## src/tkss_pkg.sv

```systemverilog
// Shared types and constants of the top-k similarity selector.
package tkss_pkg;

    localparam int DEF_MAX_KEEP   = 16;
    localparam int DEF_ID_BITS    = 16;
    localparam int DEF_SCORE_BITS = 16;

    localparam int CFG_IDX_BITS  = 8;
    localparam int CFG_DATA_BITS = 16;
    localparam int QUERY_BITS    = 16;
    localparam int KEEP_BITS     = 5;
    localparam int RANK_BITS     = 4;

    localparam logic [CFG_IDX_BITS-1:0] REG_QUERY_ID   = CFG_IDX_BITS'(0);
    localparam logic [CFG_IDX_BITS-1:0] REG_KEEP_COUNT = CFG_IDX_BITS'(1);

    localparam logic [KEEP_BITS-1:0] KEEP_COUNT_RESET = KEEP_BITS'(10);

    typedef struct packed {
        logic insert;
        logic shift_out;
        logic clear;
    } t_cell_ctl;

endpackage

```

## src/tkss_cell.sv

```systemverilog
// One cell of the sorted insertion chain: holds one ranked entry.
module tkss_cell #(
    parameter int ID_BITS    = tkss_pkg::DEF_ID_BITS,
    parameter int SCORE_BITS = tkss_pkg::DEF_SCORE_BITS
) (
    input  logic                         i_clk,
    input  logic                         i_rst_n,
    input  tkss_pkg::t_cell_ctl          i_ctl,
    input  logic        [ID_BITS-1:0]    i_new_id,
    input  logic signed [SCORE_BITS-1:0] i_new_score,
    input  logic        [ID_BITS-1:0]    i_prev_id,
    input  logic signed [SCORE_BITS-1:0] i_prev_score,
    input  logic                         i_prev_valid,
    input  logic                         i_prev_take,
    input  logic        [ID_BITS-1:0]    i_next_id,
    input  logic signed [SCORE_BITS-1:0] i_next_score,
    input  logic                         i_next_valid,
    output logic        [ID_BITS-1:0]    o_id,
    output logic signed [SCORE_BITS-1:0] o_score,
    output logic                         o_valid,
    output logic                         o_take
);
    import tkss_pkg::*;

    logic        [ID_BITS-1:0]    r_id;
    logic signed [SCORE_BITS-1:0] r_score;
    logic                         r_valid;
    logic        [ID_BITS-1:0]    n_id;
    logic signed [SCORE_BITS-1:0] n_score;
    logic                         n_valid;

    assign o_take = !r_valid || (i_new_score > r_score);

    always_comb begin
        n_id    = r_id;
        n_score = r_score;
        n_valid = r_valid;
        if (i_ctl.clear) begin
            n_valid = 1'b0;
        end else if (i_ctl.shift_out) begin
            n_id    = i_next_id;
            n_score = i_next_score;
            n_valid = i_next_valid;
        end else if (i_ctl.insert) begin
            if (i_prev_take) begin
                n_id    = i_prev_id;
                n_score = i_prev_score;
                n_valid = i_prev_valid;
            end else if (o_take) begin
                n_id    = i_new_id;
                n_score = i_new_score;
                n_valid = 1'b1;
            end
        end
    end

    always_ff @(posedge i_clk) begin
        r_id    <= n_id;
        r_score <= n_score;
        if (!i_rst_n) begin
            r_valid <= 1'b0;
        end else begin
            r_valid <= n_valid;
        end
    end

    assign o_id    = r_id;
    assign o_score = r_score;
    assign o_valid = r_valid;

endmodule

```

## src/top_k_similarity_selector_unit.sv

```systemverilog
// Top level of the top-k similarity selector: config, chain of cells, drain control.
// Takes one candidate per cycle while busy is low; each whose ID differs from the query ID is
// inserted into a sorted chain of MAX_KEEP cells in the cycle it is accepted. After a candidate
// marked last, busy stays high while the chain shifts its entries out through cell 0, one
// neighbour per cycle. Results appear, registered, on o_result_valid in the cycle after each
// drain step, for a single cycle each, and cannot be held off; a pass with nothing kept emits none.
module top_k_similarity_selector_unit #(
    parameter int MAX_KEEP   = tkss_pkg::DEF_MAX_KEEP,
    parameter int ID_BITS    = tkss_pkg::DEF_ID_BITS,
    parameter int SCORE_BITS = tkss_pkg::DEF_SCORE_BITS
) (
    input  logic                                  i_clk,
    input  logic                                  i_rst_n,
    input  logic                                  i_cfg_valid,
    output logic                                  o_cfg_ready,
    input  logic [tkss_pkg::CFG_IDX_BITS-1:0]     i_cfg_index,
    input  logic [tkss_pkg::CFG_DATA_BITS-1:0]    i_cfg_data,
    input  logic                                  start,
    output logic                                  busy,
    input  logic        [ID_BITS-1:0]             i_candidate_id,
    input  logic signed [SCORE_BITS-1:0]          i_score,
    input  logic                                  i_last_candidate,
    output logic                                  o_result_valid,
    output logic        [tkss_pkg::RANK_BITS-1:0] o_rank,
    output logic        [ID_BITS-1:0]             o_neighbor_id,
    output logic signed [SCORE_BITS-1:0]          o_neighbor_score,
    output logic                                  o_end_of_list
);
    import tkss_pkg::*;

    localparam int CNT_W = $clog2(MAX_KEEP + 1);

    localparam logic ST_IDLE  = 1'b0;
    localparam logic ST_DRAIN = 1'b1;

    logic                    r_state;
    logic                    n_state;
    logic [QUERY_BITS-1:0]   r_query_id;
    logic [KEEP_BITS-1:0]    r_keep_count;
    logic [CNT_W-1:0]        r_limit;
    logic [CNT_W-1:0]        n_limit;
    logic [CNT_W-1:0]        r_cnt;
    logic [CNT_W-1:0]        n_cnt;

    logic                    r_out_valid;
    logic [RANK_BITS-1:0]    r_rank;
    logic [ID_BITS-1:0]      r_out_id;
    logic [SCORE_BITS-1:0]   r_out_score;
    logic                    r_out_end;

    logic                    w_accept;
    logic [ID_BITS-1:0]      w_query;
    logic [31:0]             w_keep32;
    logic [31:0]             w_cnt32;
    logic                    w_emit;
    logic                    w_end;
    t_cell_ctl               w_ctl;

    logic        [ID_BITS-1:0]    w_id    [0:MAX_KEEP];
    logic signed [SCORE_BITS-1:0] w_sc    [0:MAX_KEEP];
    logic                         w_valid [0:MAX_KEEP];
    logic                         w_take  [0:MAX_KEEP-1];

    assign o_cfg_ready = 1'b1;
    assign busy        = (r_state != ST_IDLE);
    assign w_accept    = start && !busy;
    assign w_query     = ID_BITS'(32'(r_query_id));
    assign w_keep32    = 32'(r_keep_count);
    assign w_cnt32     = 32'(r_cnt);

    assign w_id[MAX_KEEP]    = '0;
    assign w_sc[MAX_KEEP]    = '0;
    assign w_valid[MAX_KEEP] = 1'b0;

    always_ff @(posedge i_clk) begin
        if (!i_rst_n) begin
            r_query_id   <= '0;
            r_keep_count <= KEEP_COUNT_RESET;
        end else if (i_cfg_valid && o_cfg_ready) begin
            case (i_cfg_index)
                REG_QUERY_ID:   r_query_id   <= i_cfg_data;
                REG_KEEP_COUNT: r_keep_count <= i_cfg_data[KEEP_BITS-1:0];
                default: ;
            endcase
        end
    end

    assign w_emit = (r_state == ST_DRAIN) && w_valid[0];
    assign w_end  = !w_valid[1] || (w_cnt32 + 32'd1 == 32'(r_limit));

    always_comb begin
        n_state         = r_state;
        n_limit         = r_limit;
        n_cnt           = r_cnt;
        w_ctl.insert    = 1'b0;
        w_ctl.shift_out = 1'b0;
        w_ctl.clear     = 1'b0;
        case (r_state)
            ST_IDLE: begin
                if (w_accept) begin
                    w_ctl.insert = (i_candidate_id != w_query);
                    if (i_last_candidate) begin
                        n_state = ST_DRAIN;
                        n_cnt   = '0;
                        if (w_keep32 == 32'd0) begin
                            n_limit = CNT_W'(1);
                        end else if (w_keep32 > 32'(MAX_KEEP)) begin
                            n_limit = CNT_W'(MAX_KEEP);
                        end else begin
                            n_limit = CNT_W'(w_keep32);
                        end
                    end
                end
            end
            ST_DRAIN: begin
                if (w_emit && !w_end) begin
                    w_ctl.shift_out = 1'b1;
                    n_cnt           = CNT_W'(w_cnt32 + 32'd1);
                end else begin
                    w_ctl.clear = 1'b1;
                    n_state     = ST_IDLE;
                end
            end
            default: begin
                n_state = ST_IDLE;
            end
        endcase
    end

    always_ff @(posedge i_clk) begin
        r_limit     <= n_limit;
        r_cnt       <= n_cnt;
        r_rank      <= RANK_BITS'(w_cnt32);
        r_out_id    <= w_id[0];
        r_out_score <= w_sc[0];
        r_out_end   <= w_end;
        if (!i_rst_n) begin
            r_state     <= ST_IDLE;
            r_out_valid <= 1'b0;
        end else begin
            r_state     <= n_state;
            r_out_valid <= w_emit;
        end
    end

    for (genvar k = 0; k < MAX_KEEP; k++) begin : g_cell
        logic        [ID_BITS-1:0]    w_pid;
        logic signed [SCORE_BITS-1:0] w_psc;
        logic                         w_pvalid;
        logic                         w_ptake;
        if (k == 0) begin : g_head
            assign w_pid    = '0;
            assign w_psc    = '0;
            assign w_pvalid = 1'b0;
            assign w_ptake  = 1'b0;
        end else begin : g_body
            assign w_pid    = w_id[k-1];
            assign w_psc    = w_sc[k-1];
            assign w_pvalid = w_valid[k-1];
            assign w_ptake  = w_take[k-1];
        end
        tkss_cell #(
            .ID_BITS    (ID_BITS),
            .SCORE_BITS (SCORE_BITS)
        ) u_cell (
            .i_clk        (i_clk),
            .i_rst_n      (i_rst_n),
            .i_ctl        (w_ctl),
            .i_new_id     (i_candidate_id),
            .i_new_score  (i_score),
            .i_prev_id    (w_pid),
            .i_prev_score (w_psc),
            .i_prev_valid (w_pvalid),
            .i_prev_take  (w_ptake),
            .i_next_id    (w_id[k+1]),
            .i_next_score (w_sc[k+1]),
            .i_next_valid (w_valid[k+1]),
            .o_id         (w_id[k]),
            .o_score      (w_sc[k]),
            .o_valid      (w_valid[k]),
            .o_take       (w_take[k])
        );
    end

    assign o_result_valid   = r_out_valid;
    assign o_rank           = r_rank;
    assign o_neighbor_id    = r_out_id;
    assign o_neighbor_score = r_out_score;
    assign o_end_of_list    = r_out_end;

    a_last_goes_busy: assert property (@(posedge i_clk) disable iff (!i_rst_n)
        (w_accept && i_last_candidate) |=> busy)
        else $error("last item did not start a drain");

    a_result_from_drain: assert property (@(posedge i_clk) disable iff (!i_rst_n)
        o_result_valid |-> $past(r_state == ST_DRAIN))
        else $error("result outside a drain");

    a_gap_after_end: assert property (@(posedge i_clk) disable iff (!i_rst_n)
        (o_result_valid && o_end_of_list) |=> !o_result_valid)
        else $error("result after end of list");

    a_no_insert_in_drain: assert property (@(posedge i_clk) disable iff (!i_rst_n)
        busy |-> !w_ctl.insert)
        else $error("insert during drain");

endmodule
```

## config.mk

```make
export PLATFORM = sky130hd
export DESIGN_NAME = top_k_similarity_selector_unit
export DESIGN_NICKNAME = d
export VERILOG_FILES = /design/src/tkss_pkg.sv /design/src/tkss_cell.sv /design/src/top_k_similarity_selector_unit.sv
export SDC_FILE = /design/constraint.sdc
export NUM_CORES = 2
export LEC_CHECK = 0
export ABC_AREA = 1
export ABC_CLOCK_PERIOD_IN_PS = 7650
export BUFFER_PORTS_ARGS = -buffer_cell sky130_fd_sc_hd__buf_2
export CAP_MARGIN = 20
export CORE_MARGIN = 2
export CORE_UTILIZATION = 32
export DETAILED_ROUTE_END_ITERATION = 12
export GPL_TIMING_DRIVEN = 0
export HOLD_SLACK_MARGIN = 0.05
export SLEW_MARGIN = 15
export SYNTH_ARGS = -nofsm -noshare
export SYNTH_HDL_FRONTEND = slang
export SYNTH_HIERARCHICAL = 1
export SYNTH_SLANG_ARGS = --single-unit
```

## constraint.sdc

```tcl
create_clock -name i_clk -period 7.65 [get_ports i_clk]
set_input_delay 1.53 -clock i_clk [delete_from_list [all_inputs] [get_ports i_clk]]
set_output_delay 1.53 -clock i_clk [all_outputs]
set_load 0.05 [all_outputs]
```

Word-level counts from Yosys, hierarchy flattened
Cells that the tools add are included.
{"block": "classes", "shift": 0, "n_reduce_logical": 97, "n_mux": 198, "div": 0, "n_lt_le_gt_ge": 17, "addsub": 1, "multipliers": 0, "eq_ne": 6, "bitwise_logic": 3}
{"cell": "16-bit 2-to-1 mux", "n": 124}
{"cell": "16-bit greater-than comparator", "n": 16}
{"cell": "1-bit 2-to-1 mux", "n": 67}
{"cell": "3-bit AND reduction", "n": 18}
{"cell": "3-bit nonzero test", "n": 15}
{"cell": "2-bit AND reduction", "n": 18}
{"cell": "32-bit by 5-bit == test with 1-bit output", "n": 1}
{"cell": "32-bit logical NOT", "n": 1}
{"cell": "5-bit 2-to-1 mux", "n": 4}
{"cell": "1-bit logical NOT", "n": 18}
{"cell": "1-bit logical OR", "n": 17}
{"cell": "16-bit inequality test", "n": 1}
{"cell": "5-bit case mux with 2 select lines", "n": 1}
{"cell": "8-bit by 1-bit == test with 1-bit output (second input constant)", "n": 1}
{"cell": "8-bit logical NOT", "n": 1}
{"cell": "5-bit by 1-bit adder with 6-bit output (second input constant)", "n": 1}
{"cell": "2-bit nonzero test", "n": 3}
{"cell": "5-bit greater-than comparator (second input constant)", "n": 1}
{"cell": "2-bit inequality test (second input constant)", "n": 2}
{"cell": "2-bit OR reduction", "n": 2}
{"cell": "1-bit logical AND", "n": 3}
{"cell": "1-bit NOT", "n": 3}
{"cell": "3-bit OR reduction", "n": 1}
{"cell": "2-bit 2-to-1 mux", "n": 1}
{"cell": "other kinds (2)", "n": 2}
{"block": "word_totals", "mem_bits_rw": 0, "memories": 0, "mem_bits_ro": 0, "reg_bits": 598, "latch_bits": 0, "wordCells": 381, "input_bits": 61, "out_inout_bits": 40}

Depth between registers and ports, before layout
{"block": "depth", "ltp_word": 9, "mapped_depth": 20, "depth_no_buf": 19}

Hierarchy
The synthesis kept the hierarchy.
{"module": "tkss_cell at g_cell[0].u_cell ...", "instances": 10, "cells_per_inst": 270, "seq_area_each_um2": 980.9, "area_each_um2": 2185.8}
{"module": "tkss_cell at g_cell[4].u_cell ...", "instances": 6, "cells_per_inst": 265, "seq_area_each_um2": 980.9, "area_each_um2": 2180.8}
{"module": "top_k_similarity_selector_unit", "instances": 1, "cells_per_inst": 285, "seq_area_each_um2": 1501.4, "area_each_um2": 2502.4}

Least setup slack after synthesis
Ideal clock, no wire load.
{"block": "synth_path", "path_type": "input-to-reg", "from": "in i_candidate_id[4]", "to": "reg g_cell[0].u_cell.r_id[0] (enable)", "path_buffers": 0, "setup_time_ns": 0.421, "arrival_ns": 5.527, "required_ns": 7.229, "setup_slack_ns": 1.702, "cell_stages": 11, "path_cell_list": "inv_1 -> or2_2 -> o211ai_1 -> nor2_1 -> nand2_1 -> nor2_1 -> nor2_1 -> nor2_2 -> inv_1 -> nand2_1 -> nor2_1"}
{"element": "start: declaration", "line_no": "top_k_similarity_selector_unit.sv:20", "source": "input logic [ID_BITS-1:0] i_candidate_id,"}
{"element": "end signal: assignment", "line_no": "tkss_cell.sv:58", "source": "r_id <= n_id;"}
{"element": "end: declaration", "line_no": "tkss_cell.sv:25", "source": "logic [ID_BITS-1:0] r_id;"}

Worst setup path in the final report
{"block": "layout_path", "from": "in i_score[11]", "to": "reg g_cell[9].u_cell.r_score[11] (enable)"}
{"block": "layout_via", "elab_chain_len": 4, "word_cells_on_any_way": 6, "classes_between": "order compare (2); reduce/logical (4)"}
{"element": "start: declaration", "line_no": "top_k_similarity_selector_unit.sv:21", "source": "input logic signed [SCORE_BITS-1:0] i_score,"}
{"element": "16-bit greater-than comparator", "line_no": "tkss_cell.sv:32", "source": "assign o_take = !r_valid || (i_new_score > r_score);"}
{"element": "1-bit logical OR", "line_no": "tkss_cell.sv:32"}
{"element": "via g_cell[9].w_ptake", "line_no": "top_k_similarity_selector_unit.sv:150", "source": "logic w_ptake;"}
{"element": "3-bit nonzero test (no line)"}
{"element": "3-bit AND reduction (no line)"}
{"element": "end signal: assignment", "line_no": "tkss_cell.sv:59", "source": "r_score <= n_score;"}
{"element": "end: declaration", "line_no": "tkss_cell.sv:26", "source": "logic signed [SCORE_BITS-1:0] r_score;"}
The timed path passes the listed nets, and every way through them passes these cells.
A chain may end at the register's enable or synchronous reset.

==> results.sh <==
export IMPL_rsz0062_at_grt="no"
export IMPL_path_class="input port to flop"
export IMPL_ys_warn_count=6
export IMPL_cts_buffers=71
export IMPL_ctsHtreeMaxLevel=3
export IMPL_drt_pass1_iterations=6
export IMPL_drt_total_wl_um=97800
export IMPL_cts_sinks=598
export IMPL_netlist_area_um2=37400
export IMPL_outcome="complete, no violations"
export IMPL_tritoncts="yes"
export IMPL_grt_max_degree=33
export IMPL_cts_root_buf="clkbuf_16"
export IMPL_end_kind="flop"
export IMPL_relSlewSlack=0.237
export IMPL_setup_viol=0
export IMPL_io_buffers=98
export IMPL_dieArea_um2=120000
export IMPL_vias=30615
export IMPL_min_path_type="flop to flop"
export IMPL_report_final_slew_viol_count=0
export IMPL_period_minus_slack_ps=4130
export IMPL_row_count=125
export IMPL_final_nets=5148
export IMPL_antenna_found_initial=1
export IMPL_dp_cells=6279
export IMPL_area_growth_pct=14.8
export IMPL_grt_busiest_layer="met2"
export IMPL_grt_ovfl_total=0
export IMPL_fmax_mhz=242
export IMPL_crit_required_ps=7980
export IMPL_use_met2=0.265
export IMPL_place_congestion=0.857
export IMPL_clk_pin_slew_worst_paths_ps=60
export IMPL_initial_core_util=0.323
export IMPL_layoutNonFillerInstCount=6410
export IMPL_grt_pass1_wl_um=159000
export IMPL_routedWlPerCell_um=15.3
export IMPL_ctsHoldBuffers=0
export IMPL_post_cts_resized=0
export IMPL_clkLatencyLatePin_ps=640
export IMPL_ir_drop_mv=0.145
export IMPL_hpwlAfterDp_um=77100
export IMPL_cts_setup_buffers=0
export IMPL_clockBufferDepth=3
export IMPL_total_leakage_power_nw=18.9
export IMPL_drc=0
export IMPL_die_w_um=346
export IMPL_period_share=0.539
export IMPL_syn_avg_cell_area_um2=8.19
export IMPL_n_fill_cell=11930
export IMPL_fin_setup_tns_ps=0
export IMPL_layout_common_cells="nand2_1 (1,462), nand3_1 (1,083), edfxtp_1 (522), inv_1 (422), ha_1 (259)"
export IMPL_cp_start_kind="input port"
export IMPL_antenna_left=0
export IMPL_utilization=0.371
export IMPL_grt_usage=0.162
export IMPL_insertedDiodeCount=0
export IMPL_core_area_um2=116000
export IMPL_p_per_area_nw_per_um2=215
export IMPL_tightestPinTransition_ps=1140
export IMPL_grt_pass1_vias=29640
export IMPL_gr_usage_met3=0.0193
export IMPL_hold_viol_final=0
export IMPL_num_io_pins=101
export IMPL_maxCapViolations=0
export IMPL_syn_inst=4574
export IMPL_drive_gt1_frac=0.0905
export IMPL_cp_arrival_ps=4460
export IMPL_drt_initial_drc_count=2204
export IMPL_vias_per_cell=4.78
export IMPL_worstPathMaxFanout=32
export IMPL_finalClockSkew_ps=26.1
export IMPL_grt_use_met1=0.226
export IMPL_layout_commonest_cell="nand2_1"
export IMPL_die_height_um=346
-- state kept, by name, summed over array words and instances, names as in the netlist --
signal                 cells
busy                       1
g_cell.u_cell/o_id       256
g_cell.u_cell/o_score    256
g_cell.u_cell/o_valid     16
o_end_of_list              1
o_neighbor_id             16
o_neighbor_score          16
o_rank                     4
o_result_valid             1
r_cnt                      5
r_keep_count               5
r_limit                    5
r_query_id                16
-- metrics by stage --
stage / worst slack, ps / power (W) / cell area, um2 / hold slack [ps]
2_1_floorplan: 1700 / 0.00533 / 37700 / 349
3_3_place_gp: -601 / 0.00580 / 40100 / 359
3_5_place_dp: 2900 / 0.00589 / 40700 / 358
4_1_cts: 3560 / 0.00933 / 43000 / 371
5_1_grt: 3340 / 0.00973 / 43000 / 378
6_report: 3520 / 0.00924 / 43000 / 371
-- layer usage --
metal,part of all wire,up-vias
met5,0,-
met1,0.47,13946
met2,0.46,728
li1,-,15814
met4,0.023,0
met3,0.051,127
-- report_power, final --
group	switching [W]	total [W]	internal, W
Clock	0.00143	0.00341	0.00198
Sequential	0.000260	0.00425	0.00399
Combinational	0.000990	0.00158	0.000595
-- layout make-up --
| cell class | instances | area (um2) | share of cell area |
|---|---|---|---|
| clock inverters | 36 | 329 | 0.00765 |
| well taps | 1524 | 1910 | 0.0443 |
| plain buffers | 231 | 1070 | 0.0248 |
| repair buffers | 115 | 951 | 0.0221 |
| multi-input cells | 3344 | 17700 | 0.412 |
| inverters | 467 | 1830 | 0.0425 |
| flip-flops and latches | 598 | 17200 | 0.400 |
| clock buffers | 95 | 1990 | 0.0463 |
-- critical path: stages --
cell and delay (ps):
buf_2 630, ha_1 390, a21oi_1 170, nand2_1 80, a21oi_2 160, nand2_1 70
nand2_1 70, nand3_2 130, nand2_1 90, buf_2 240, nor2_8 80, nand3_2 90
nand2_1 90, nor2_4 350, buf_16 220
-- path summary, 6_finish.rpt --
path / start / to / slack (ps) / cells after the start
worst max-delay path: i_score[11] / g_cell[9].u_cell/o_score[11]$_DFFE_PP_ / 3520 / 15
worst min-delay path: g_cell[0].u_cell/o_id[9]$_DFFE_PP_ / o_neighbor_id[9]$_DFF_P_ / 370 / 0
worst max register to register: r_cnt[0]$_SDFFCE_PN0P_ / g_cell[9].u_cell/o_score[11]$_DFFE_PP_ / 3830 / 16
worst min register to register: g_cell[0].u_cell/o_id[9]$_DFFE_PP_ / o_neighbor_id[9]$_DFF_P_ / 370 / 0
Power figures use the tool's default switching activity.
